### config.mk
export PLATFORM = sky130hd
export DESIGN_NAME = wrd_front
export DESIGN_NICKNAME = d
export VERILOG_FILES = /design/src/rtl/wrd_pkg.sv /design/src/rtl/wrd_front.sv
export SDC_FILE = /design/constraint.sdc
export NUM_CORES = 1
export LEC_CHECK = 0
export BUFFER_PORTS_ARGS = -buffer_cell sky130_fd_sc_hd__buf_2
export CAP_MARGIN = 20
export CORE_ASPECT_RATIO = 0.6
export CORE_MARGIN = 2
export CORE_UTILIZATION = 40
export CTS_CLUSTER_SIZE = 25
export DETAILED_ROUTE_END_ITERATION = 8
export GPL_TIMING_DRIVEN = 0
export MAX_ROUTING_LAYER = met4
export PLACE_DENSITY = 0.67
export SLEW_MARGIN = 40
export SYNTH_ARGS = -nofsm -noshare
export SYNTH_HDL_FRONTEND = slang
export SYNTH_SLANG_ARGS = --single-unit
### constraint.sdc
create_clock -name i_clk -period 3.35 [get_ports i_clk]
set_input_delay 0.1675 -clock i_clk [delete_from_list [all_inputs] [get_ports i_clk]]
set_output_delay 0.1675 -clock i_clk [all_outputs]
set_load 0.05 [all_outputs]
### src/rtl/wrd_pkg.sv
// Package for the rank-2 Wigner rotation matrix core.
// Holds widths, Q30 constants, the CORDIC arctangent table and shared types.
// No dependencies.
package wrd_pkg;

    localparam int ANGLE_BITS_DEF    = 16;
    localparam int FRACTION_BITS_DEF = 16;
    localparam int CORDIC_ITERS      = 30;
    localparam int OUT_W             = 18;
    localparam int IDX_W             = 3;
    localparam int Q_W               = 34;   // Q2.30 plus guard bits

    localparam logic signed [Q_W-1:0] Q30_ONE  = 34'sd1073741824;
    localparam logic signed [Q_W-1:0] CORDIC_K = 34'sd652032874;
    localparam logic signed [Q_W-1:0] SQRT3_8  = 34'sd657529896;

    function automatic logic [31:0] atan_turn(input logic [4:0] i);
        logic [31:0] t;
        unique case (i)
            5'd0:  t = 32'h20000000;  5'd1:  t = 32'h12E4051E;
            5'd2:  t = 32'h09FB385B;  5'd3:  t = 32'h051111D4;
            5'd4:  t = 32'h028B0D43;  5'd5:  t = 32'h0145D7E1;
            5'd6:  t = 32'h00A2F61E;  5'd7:  t = 32'h00517C55;
            5'd8:  t = 32'h0028BE53;  5'd9:  t = 32'h00145F2F;
            5'd10: t = 32'h000A2F98;  5'd11: t = 32'h000517CC;
            5'd12: t = 32'h00028BE6;  5'd13: t = 32'h000145F3;
            5'd14: t = 32'h0000A2FA;  5'd15: t = 32'h0000517D;
            5'd16: t = 32'h000028BE;  5'd17: t = 32'h0000145F;
            5'd18: t = 32'h00000A30;  5'd19: t = 32'h00000518;
            5'd20: t = 32'h0000028C;  5'd21: t = 32'h00000146;
            5'd22: t = 32'h000000A3;  5'd23: t = 32'h00000051;
            5'd24: t = 32'h00000029;  5'd25: t = 32'h00000014;
            5'd26: t = 32'h0000000A;  5'd27: t = 32'h00000005;
            5'd28: t = 32'h00000003;  5'd29: t = 32'h00000001;
            default: t = 32'h0;
        endcase
        return t;
    endfunction

    // one classified angle set between front and back
    typedef struct packed {
        logic [31:0] alpha;
        logic [31:0] beta;
        logic [31:0] gamma;
        logic        zc;
    } t_job;

    typedef enum logic [2:0] {
        ST_IDLE, ST_BETA, ST_PREP, ST_ELEM, ST_MUL, ST_OUT
    } t_state;

endpackage

### src/rtl/wrd_front.sv
// Front end: accepts angle sets, widens phases to turn words, queues them.
// Two-entry queue decouples input handshake from the element sequencer.
// Depends on wrd_pkg.
module wrd_front #(
    parameter int ANGLE_BITS = wrd_pkg::ANGLE_BITS_DEF
) (
    input  logic                  i_clk,
    input  logic                  i_rst_n,
    input  logic                  i_valid,
    output logic                  o_ready,
    input  logic [ANGLE_BITS-1:0] i_alpha,
    input  logic [ANGLE_BITS-1:0] i_beta,
    input  logic [ANGLE_BITS-1:0] i_gamma,
    input  logic                  i_zc,
    output logic                  o_job_valid,
    input  logic                  i_job_take,
    output wrd_pkg::t_job         o_job
);
    import wrd_pkg::*;

    t_job r_q [2];
    logic r_wp, r_rp;
    logic [1:0] r_cnt;
    t_job w_job;

    function automatic logic [31:0] widen(input logic [ANGLE_BITS-1:0] p);
        logic [63:0] t;
        t = {{(64-ANGLE_BITS){1'b0}}, p} << (32 - ANGLE_BITS);
        return t[31:0];
    endfunction

    always_comb begin
        w_job.alpha = widen(i_alpha);
        w_job.beta  = widen(i_beta);
        w_job.gamma = widen(i_gamma);
        w_job.zc    = i_zc;
    end

    assign o_ready     = (r_cnt != 2'd2);
    assign o_job_valid = (r_cnt != 2'd0);
    assign o_job       = r_q[r_rp];

    always_ff @(posedge i_clk) begin
        if (i_valid && o_ready) r_q[r_wp] <= w_job;
    end

    always_ff @(posedge i_clk) begin
        if (!i_rst_n) begin
            r_wp <= 1'b0; r_rp <= 1'b0; r_cnt <= '0;
        end else begin
            if (i_valid && o_ready) r_wp <= ~r_wp;
            if (i_job_take && o_job_valid) r_rp <= ~r_rp;
            r_cnt <= r_cnt + 2'(i_valid && o_ready) - 2'(i_job_take && o_job_valid);
        end
    end

    a_cnt_range: assert property (@(posedge i_clk) disable iff (!i_rst_n)
        r_cnt != 2'd3) else $error("queue count overflow");

endmodule

==> results of run 1 <==
==> cell type report <==
class | count | share of cell area, %
sequential | 103 | 55.9
multi-input combinational | 115 | 16.8
timing repair buffer | 111 | 11.4
buffer | 53 | 7.52
clock buffer | 12 | 4.35
tap | 135 | 3.10
clock inverter | 3 | 0.828
inverter | 1 | 0.0690
antenna | 1 | 0.0460
==> logic make-up after synthesis <==
| family | share of synthesized area, % |
|---|---|
| DFF | 72.8 |
| buffers and inverters | 9.88 |
| muxes | 14.3 |
| and+or+nand+nor | 1.47 |
| xor gates and xnor gates | 0.629 |
| adders and majority gates | 0.599 |
| other | 0.0897 |
| AOI/OAI and AO/OA | 0.180 |
==> timing repair <==
action                                 in CTS  in global routing
endpoints found under the hold margin       0                  6
hold buffers                                0                  4
gates resized for setup                     0                  0
==> sequential cells by signal, indices dropped and copies added (netlist names), named ones only <==
name / cells
r_q: 98
r_rp: 1
r_cnt: 2
r_wp: 1
==> Yosys cell counts <==
cell type and count:
inv_1 1, mux2i_1 1, mux2_4 10, ha_1 2, xnor2_1 3, or2_2 1
buf_8 1, and2_1 2, nor2b_1 2, nand2_1 2, dfxtp_1 5, conb_1 1
nand2b_1 2, and3_1 1, mux2_2 39, edfxtp_1 98, o21a_1 1, buf_4 51
nor2_1 1, buf_6 1
==> final timing paths <==
| kind | to | slack [ps] | from | depth (start not counted) |
|---|---|---|---|---|
| max reg2reg | r_cnt[1] | 1600 | r_cnt[0] | 8 |
| min | r_q[0][16] | 20 | i_gamma[15] | 1 |
| min reg2reg | r_wp | 530 | r_wp | 2 |
| max | o_job[93] | 1560 | flip-flop | 4 |
==> per-stage QoR <==
step,hold WS [ps],setup WS [ps],utilization (%)
after floorplan,266,617,-
after global placement,354,318,50.3
after detailed placement,359,1600,51.1
after CTS,2.00,1510,53.9
after global routing,1.01,1460,54.3
final,17.6,1560,54.3
==> power by group <==
part / leakage [nW] / total (W) / switching (W) / internal (W)
clock: 0.129 / 0.000992 / 0.000416 / 0.000576
combinational: 1.18 / 0.00167 / 0.00117 / 0.000506
sequential: 0.957 / 0.00167 / 0.0000513 / 0.00162
total: 2.26 / 0.00433 / 0.00163 / 0.00270
==> metal layers <==
layer  vias to the layer above  global-route usage, %  share of wire (%)
li1                       1077                      -                  -
met1                      1013                   15.9                 42
met2                        85                   22.4                 48
met3                         7                   5.80                9.1
met4                         0                   4.26                1.1
met5                         -                      -                  0
==> reports/results.ini, run 1 <==
[clocking]
cts_max_level = 3
clockRootBuffer = clkbuf_16
cts.sinks = 103
clkTransAtPathRegs_ps = 60
cts_max_path_buffers = 2
cts_setup_buffers = 0
cts_tree = done
clock_latency_ps = 330
numCtsBuffers = 9

[routing]
vias_per_cell = 4.09
vias = 2182
routed_wl_um = 7410
drc = 0
post_drt_wl_per_cell_um = 13.9
ant_nets = 0
dr.pass1.iters = 4
drt_iter0_drc = 64

[logic_synthesis]
synthesis.area_um2 = 4180
synth.yosys.seq_area_share_pct = 72.8
synth_top_area_share_pct = 70.4
synth.distinct_cells = 20
yosys-top-cells-area = edfxtp_1 70%, mux2_2 11%, buf_4 9.2%
synth_top_area_cell = edfxtp_1
avgSynthCellArea_um2 = 18.6
yosys_warnings = 0
ys_ff_latch = 103
netlist_instances = 225

[floorplan]
io_pins = 152
rows = 28
dieArea_um2 = 11300
die_w_um = 136
die-height_um = 83.2
start_util_pct = 41.7
core-area_um2 = 10000

[worst_setup_path]
critPathKind = flip-flop to output pin
crit_required_ps = 3180
cp-end-kind = output pin
arrival_ps = 1620
path_delay_family = buffers and inverters
path_cells = buf_6, buf_8, mux2_4, buf_2
cp.buffers_inverters = 3
cp_max_fo = 10
critical_path.max_stage_delay_ps = 400
cp_slowest_cell = dfxtp_1
crit_path_start_kind = flip-flop

[sta]
hold_viol_final = 0
grt_setup_unrepaired = no
finalCritPeriodShare_pct = 53.5
setup_viol_count_final = 0
max_freq_ghz = 0.558
period_minus_slack_ps = 1790
maxSlewViolCount = 0
setup_tns_ps = 0
skew_ps = 5.22

[layout]
fin_nets = 449
stdcell_count = 534
post_route_cells_drive_above_1_share_pct = 56.3
final_cell_mix = 103 x buf_2, 98 x edfxtp_1, 51 x buf_4, 48 x conb_1, 39 x mux2_2
ff_latch_area_um2 = 3040
nFillCells = 852
final_common_cell = buf_2
finalInstanceArea_um2 = 5440
multiInputGateArea_um2 = 912
syn_to_final_growth_pct = 30.2

[global_route]
grt_use_total_pct = 13.9
grt_max_degree = 26
gr-total-overflow = 0
grt_pass1_vias = 2281
grt_first_pass_wirelength_um = 11300
grt_antenna_before_repair = 1

[power]
p_leak_nw = 2.26
peakVddDrop_v = 0.000479
total_power_w = 0.00433
powerDensity_nw_per_um2 = 796

[place]
numPlacedInstances = 514
gp_congestion = 0.701
placed_cell_area_um2 = 5120
hpwl_um = 5270
portBuffers = 103

[flow_run]
cap_violations = 0

[run_status]
status = completed

[min_path]
hold_path.class = input port to flip-flop

No activity file was read; power rests on OpenSTA's default activity.
==> run 2: changes to the inputs <==
==> constraint.sdc (replaced) <==
create_clock -name i_clk -period 1.8 [get_ports i_clk]
set_input_delay 0.09 -clock i_clk [delete_from_list [all_inputs] [get_ports i_clk]]
set_output_delay 0.09 -clock i_clk [all_outputs]
set_load 0.05 [all_outputs]
==> reports/results.ini, run 2 (synthesis gave the netlist of run 1 again) <==
[run_status]
status = completed

[floorplan]
start_util_pct = 41.7
core-area_um2 = 10000
die_w_um = 136
dieArea_um2 = 11300
io_pins = 152
rows = 28
die-height_um = 83.2

[worst_setup_path]
crit_path_start_kind = flip-flop
path_cells = buf_6, buf_8, mux2_4, buf_2
path_delay_family = buffers and inverters
crit_required_ps = 1710
cp.buffers_inverters = 3
arrival_ps = 1580
critical_path.max_stage_delay_ps = 370
cp-end-kind = output pin
cp_slowest_cell = dfxtp_2
cp_max_fo = 10
critPathKind = flip-flop to output pin

[sta]
hold_viol_final = 0
slew_headroom_pct = 53.0
tightest_slew_ps = 706
maxSlewViolCount = 0
grt_setup_unrepaired = no
max_freq_ghz = 0.600
period_minus_slack_ps = 1670
finalCritPeriodShare_pct = 92.6
skew_ps = 7.37
setup_viol_count_final = 0

[layout]
final_common_cell = buf_2
antennaDiodeCount = 0
final_util_pct = 58.6
largestRegisters = r_q (98), r_cnt (2)
post_route_cells_drive_above_1_share_pct = 51.4
final_cell_mix = 103 x buf_2, 98 x edfxtp_1, 51 x buf_4, 49 x dlygate4sd3_1, 48 x conb_1
max_flop_register = r_q
largest_register_ffs = 98
finalInstanceArea_um2 = 5870
fin_nets = 492
stdcell_count = 577
syn_to_final_growth_pct = 40.5

[power]
peakVddDrop_v = 0.000853
intPower_w = 0.00496
p_seq_share_pct = 38.8
p_leak_nw = 2.44
powerDensity_nw_per_um2 = 1370
combPwrFrac_pct = 39.8
pwr-share-clk_pct = 21.4
p_sw_share_pct = 38.2
p_switching_w = 0.00306

[clocking]
cts_tree = done
numCtsBuffers = 9
clockRootBuffer = clkbuf_16
cts.sinks = 103
cts_max_level = 3
clock_latency_ps = 330
cts_max_path_buffers = 2
clkTransAtPathRegs_ps = 70
cts_setup_buffers = 0

[place]
portBuffers = 103
gp_congestion = 0.723
placed_cell_area_um2 = 5110
numPlacedInstances = 512
hpwl_um = 5030

[min_path]
hold_path.class = input port to flip-flop

[global_route]
grt_max_degree = 50
grt_pass1_vias = 2409
grt_first_pass_wirelength_um = 11500
grt_use_total_pct = 13.9
gr-total-overflow = 0
grt_antenna_before_repair = 0

[routing]
drt_iter0_drc = 87
vias = 2364
routed_wl_um = 7590
dr.pass1.iters = 4
ant_nets = 0
vias_per_cell = 4.10
post_drt_wl_per_cell_um = 13.1
drc = 0

[flow_run]
cap_violations = 0

run 2: changes by cell type in the layout (fill, tap and decap cells not counted), moves of 2 or more:
| cell | delta |
|---|---|
| dlygate4sd3_1 | +45 |
| buf_8 | -2 |
| dfxtp_1 | -2 |
| dfxtp_2 | +2 |
run 2: power groups by stage:
stage	sequential, W	combinational [W]	clock [W]
detailed placement	0.00317	0.00313	0
global placement	0.00316	0.00305	0
global route	0.00314	0.00335	0.00187
CTS	0.00311	0.00322	0.00176
floorplan	0.00314	0.00250	0
finish	0.00311	0.00319	0.00171
run 2: worst reg2reg max path, stage by stage, from the launching register on:
cell	delay, ps
dfxtp_1	360
o21a_1	230
ha_1	270
inv_1	40
ha_1	180
xnor2_1	140
xnor2_1	140
and2_1	160
run 2: layout make-up:
| cell class | count | area [µm²] |
|---|---|---|
| plain buffers | 53 | 409 |
| clock buffers | 11 | 233 |
| clock inverters | 5 | 35.0 |
| fillers | 806 | 4150 |
| inverters | 1 | 3.75 |
| multi-input cells | 115 | 927 |
| flip-flops and latches | 103 | 3050 |
| well taps | 135 | 169 |
| repair buffers | 154 | 1050 |
run 2: routing by layer:
metal / GRT usage (%) / wire, µm / vias to the layer above
met5: - / 0 / -
met4: 3.13 / 63 / 0
met3: 5.92 / 588 / 9
met2: 22.0 / 3600 / 84
met1: 16.7 / 3330 / 1111
li1: - / - / 1160
run 2: timing repair:
action | CTS | global route
hold endpoints to repair | 98 | 0
resized for setup | 0 | 1
hold buffers | 49 | 0
setup endpoints to repair | 0 | 10
run 2: path summary, 6_finish.rpt:
path / depth (start not counted) / startpoint / slack [ps] / to
max reg2reg: 7 / r_cnt[1] / 180 / r_cnt[1]
min reg2reg: 2 / r_wp / 530 / r_wp
min: 2 / i_rst_n / 20 / r_cnt[0]
max: 4 / flip-flop / 130 / o_job[88]
run 2: metrics by stage:
step	total power (W)	worst slack (ps)	hold WS, ps	setup TNS (ps)
floorplan	0.00564	-6.48	189	-317
global placement	0.00620	-290	277	-19090
detailed placement	0.00629	160	282	0
CTS	0.00809	27.1	18.0	0
global route	0.00837	44.2	25.8	0
finish	0.00802	133	22.5	0
==> run 3: changes to the inputs <==
--- a/config.mk
+++ b/config.mk
@@ -5,6 +5,7 @@
 export SDC_FILE = /design/constraint.sdc
 export NUM_CORES = 1
 export LEC_CHECK = 0
+export ABC_AREA = 1
 export BUFFER_PORTS_ARGS = -buffer_cell sky130_fd_sc_hd__buf_2
 export CAP_MARGIN = 20
 export CORE_ASPECT_RATIO = 0.6
==> reports/results.ini, run 3 <==
[power]
peakVddDrop_v = 0.000878
p_leak_nw = 2.50
powerDensity_nw_per_um2 = 1380
total_power_w = 0.00820

[logic_synthesis]
async_reset_ff_share_pct = 0
synthXorXnorAreaFrac_pct = 0
synth.distinct_cells = 14
avgSynthCellArea_um2 = 17.7
synth_common_cells = 98 x edfxtp_1, 51 x buf_4, 39 x mux2_2
synth_top_family_by_area = multiplexers
muxShareOfSynthArea_pct = 14.1
synth_top_area_cell = edfxtp_1
synth-simple-area-share_pct = 1.88
synth.yosys.seq_area_share_pct = 72.7
synth_compound_area_share_pct = 0.239
netlist_instances = 237
yosysMostFrequentCell = edfxtp_1
synthAdderAreaFrac_pct = 0.598
yosys_warnings = 0
synth_enable_flop_cells = 98
synthesis.area_um2 = 4190
ys_ff_latch = 103
yosys-top-cells-area = edfxtp_1 70%, mux2_2 10%, buf_4 9.1%
ys.flop_type = edfxtp_1
synth_top_area_share_pct = 70.3

[place]
hpwl_um = 5380
gp_congestion = 0.744
portBuffers = 103

[layout]
largestRegisters = r_q (98), r_cnt (2)
largest_register_ffs = 98
syn_to_final_growth_pct = 42.2
final_cell_mix = 103 x buf_2, 98 x edfxtp_1, 51 x buf_4, 50 x dlygate4sd3_1, 48 x conb_1
final_common_cell = buf_2
max_flop_register = r_q
post_route_cells_drive_above_1_share_pct = 50.2
fin_nets = 508
antennaDiodeCount = 0

[global_route]
grt_max_degree = 26
grt_first_pass_wirelength_um = 12100
grt_antenna_before_repair = 0
grt_use_total_pct = 14.5
grt_pass1_vias = 2535
gr-total-overflow = 0

[sta]
period_minus_slack_ps = 1670
max_freq_ghz = 0.600
finalCritPeriodShare_pct = 92.6
maxSlewViolCount = 0
setup_viol_count_final = 0
hold_ws_ps = 63.4
hold_viol_final = 0
skew_ps = 4.97
grt_setup_unrepaired = no

[clocking]
clockRootBuffer = clkbuf_16
cts_setup_buffers = 0
clock_latency_ps = 330
cts.sinks = 103
numCtsBuffers = 9
clkTransAtPathRegs_ps = 60
cts_max_level = 3
cts_max_path_buffers = 2
cts_tree = done

[floorplan]
die_w_um = 136
core-area_um2 = 10000
io_pins = 152
start_util_pct = 41.8
dieArea_um2 = 11300
die-height_um = 83.2
rows = 28

[routing]
routed_wl_um = 7930
ant_nets = 0
post_drt_wl_per_cell_um = 13.4
drt_iter0_drc = 88
vias = 2494
drc = 0
dr.pass1.iters = 4
vias_per_cell = 4.21

[worst_setup_path]
critPathKind = flip-flop to output pin
cp_max_fo = 10
crit_path_start_kind = flip-flop
crit_required_ps = 1710
arrival_ps = 1580
cp-end-kind = output pin

[run_status]
status = completed

[min_path]
hold_path.class = input port to flip-flop

[flow_run]
cap_violations = 0

[run 3: final timing paths]
path	startpoint	endpoint	slack [ps]	cells after the start
max	flip-flop	o_job[86]	130	4
min reg2reg	r_rp	r_rp	510	2
max reg2reg	r_cnt[1]	r_cnt[1]	250	10
min	i_job_take	flip-flop	60	4
[run 3: worst max-delay path: stages, from the launching register on]
cell	delay, ps
dfxtp_2	360
buf_6	170
buf_8	180
mux2_4	310
buf_2	210
[run 3: report_power, final]
| group | internal [W] | switching, W |
|---|---|---|
| Clock | 0.00108 | 0.000780 |
| Sequential | 0.00303 | 0.000103 |
| Combinational | 0.000980 | 0.00222 |
| Total | 0.00509 | 0.00311 |
[run 3: layer usage]
| metal | GRT usage, % | up-vias | routed length, µm |
|---|---|---|---|
| met5 | - | - | 0 |
| met4 | 4.07 | 0 | 52 |
| met3 | 4.76 | 6 | 504 |
| met2 | 25.0 | 92 | 4000 |
| met1 | 15.9 | 1194 | 3380 |
| li1 | - | 1202 | - |
[run 3: what timing repair did]
action | in CTS | in global routing
gates resized for setup | 0 | 1
setup endpoints to repair | 0 | 4
hold buffers | 50 | 0
hold endpoints to repair | 99 | 0
[run 3: cells by family (layout without fill, tap and decap cells)]
kind of cell	Yosys count	count (layout)
other	1	48
buffers and inverters	60	234
flip-flops	103	103
multiplexers	49	49
adder cells (fa/ha/maj)	2	2
AO/OA/AOI/OAI	2	2
AND/OR/NAND/NOR	20	20
[run 3: area by class of cell]
| cell class | count | area [µm²] |
|---|---|---|
| sequential | 103 | 3040 |
| buffer | 53 | 409 |
| fill | 802 | 4070 |
| tap | 135 | 169 |
| inverter | 7 | 30.0 |
| clock inverter | 5 | 58.8 |
| timing repair buffer | 158 | 1100 |
| multi-input combinational | 121 | 906 |
| clock buffer | 11 | 233 |
[run 3: metrics by stage]
stage	instance area (µm²)	setup WS, ps	util [%]	std cells	TNS, ps
3_3_place_gp	5070	-360	50.6	522	-32780
5_1_grt	5950	62.8	59.4	593	0
2_1_floorplan	4390	-8.87	-	284	-853
3_5_place_dp	5160	239	51.5	527	0
6_report	5950	134	59.4	593	0
4_1_cts	5950	33.7	59.4	593	0
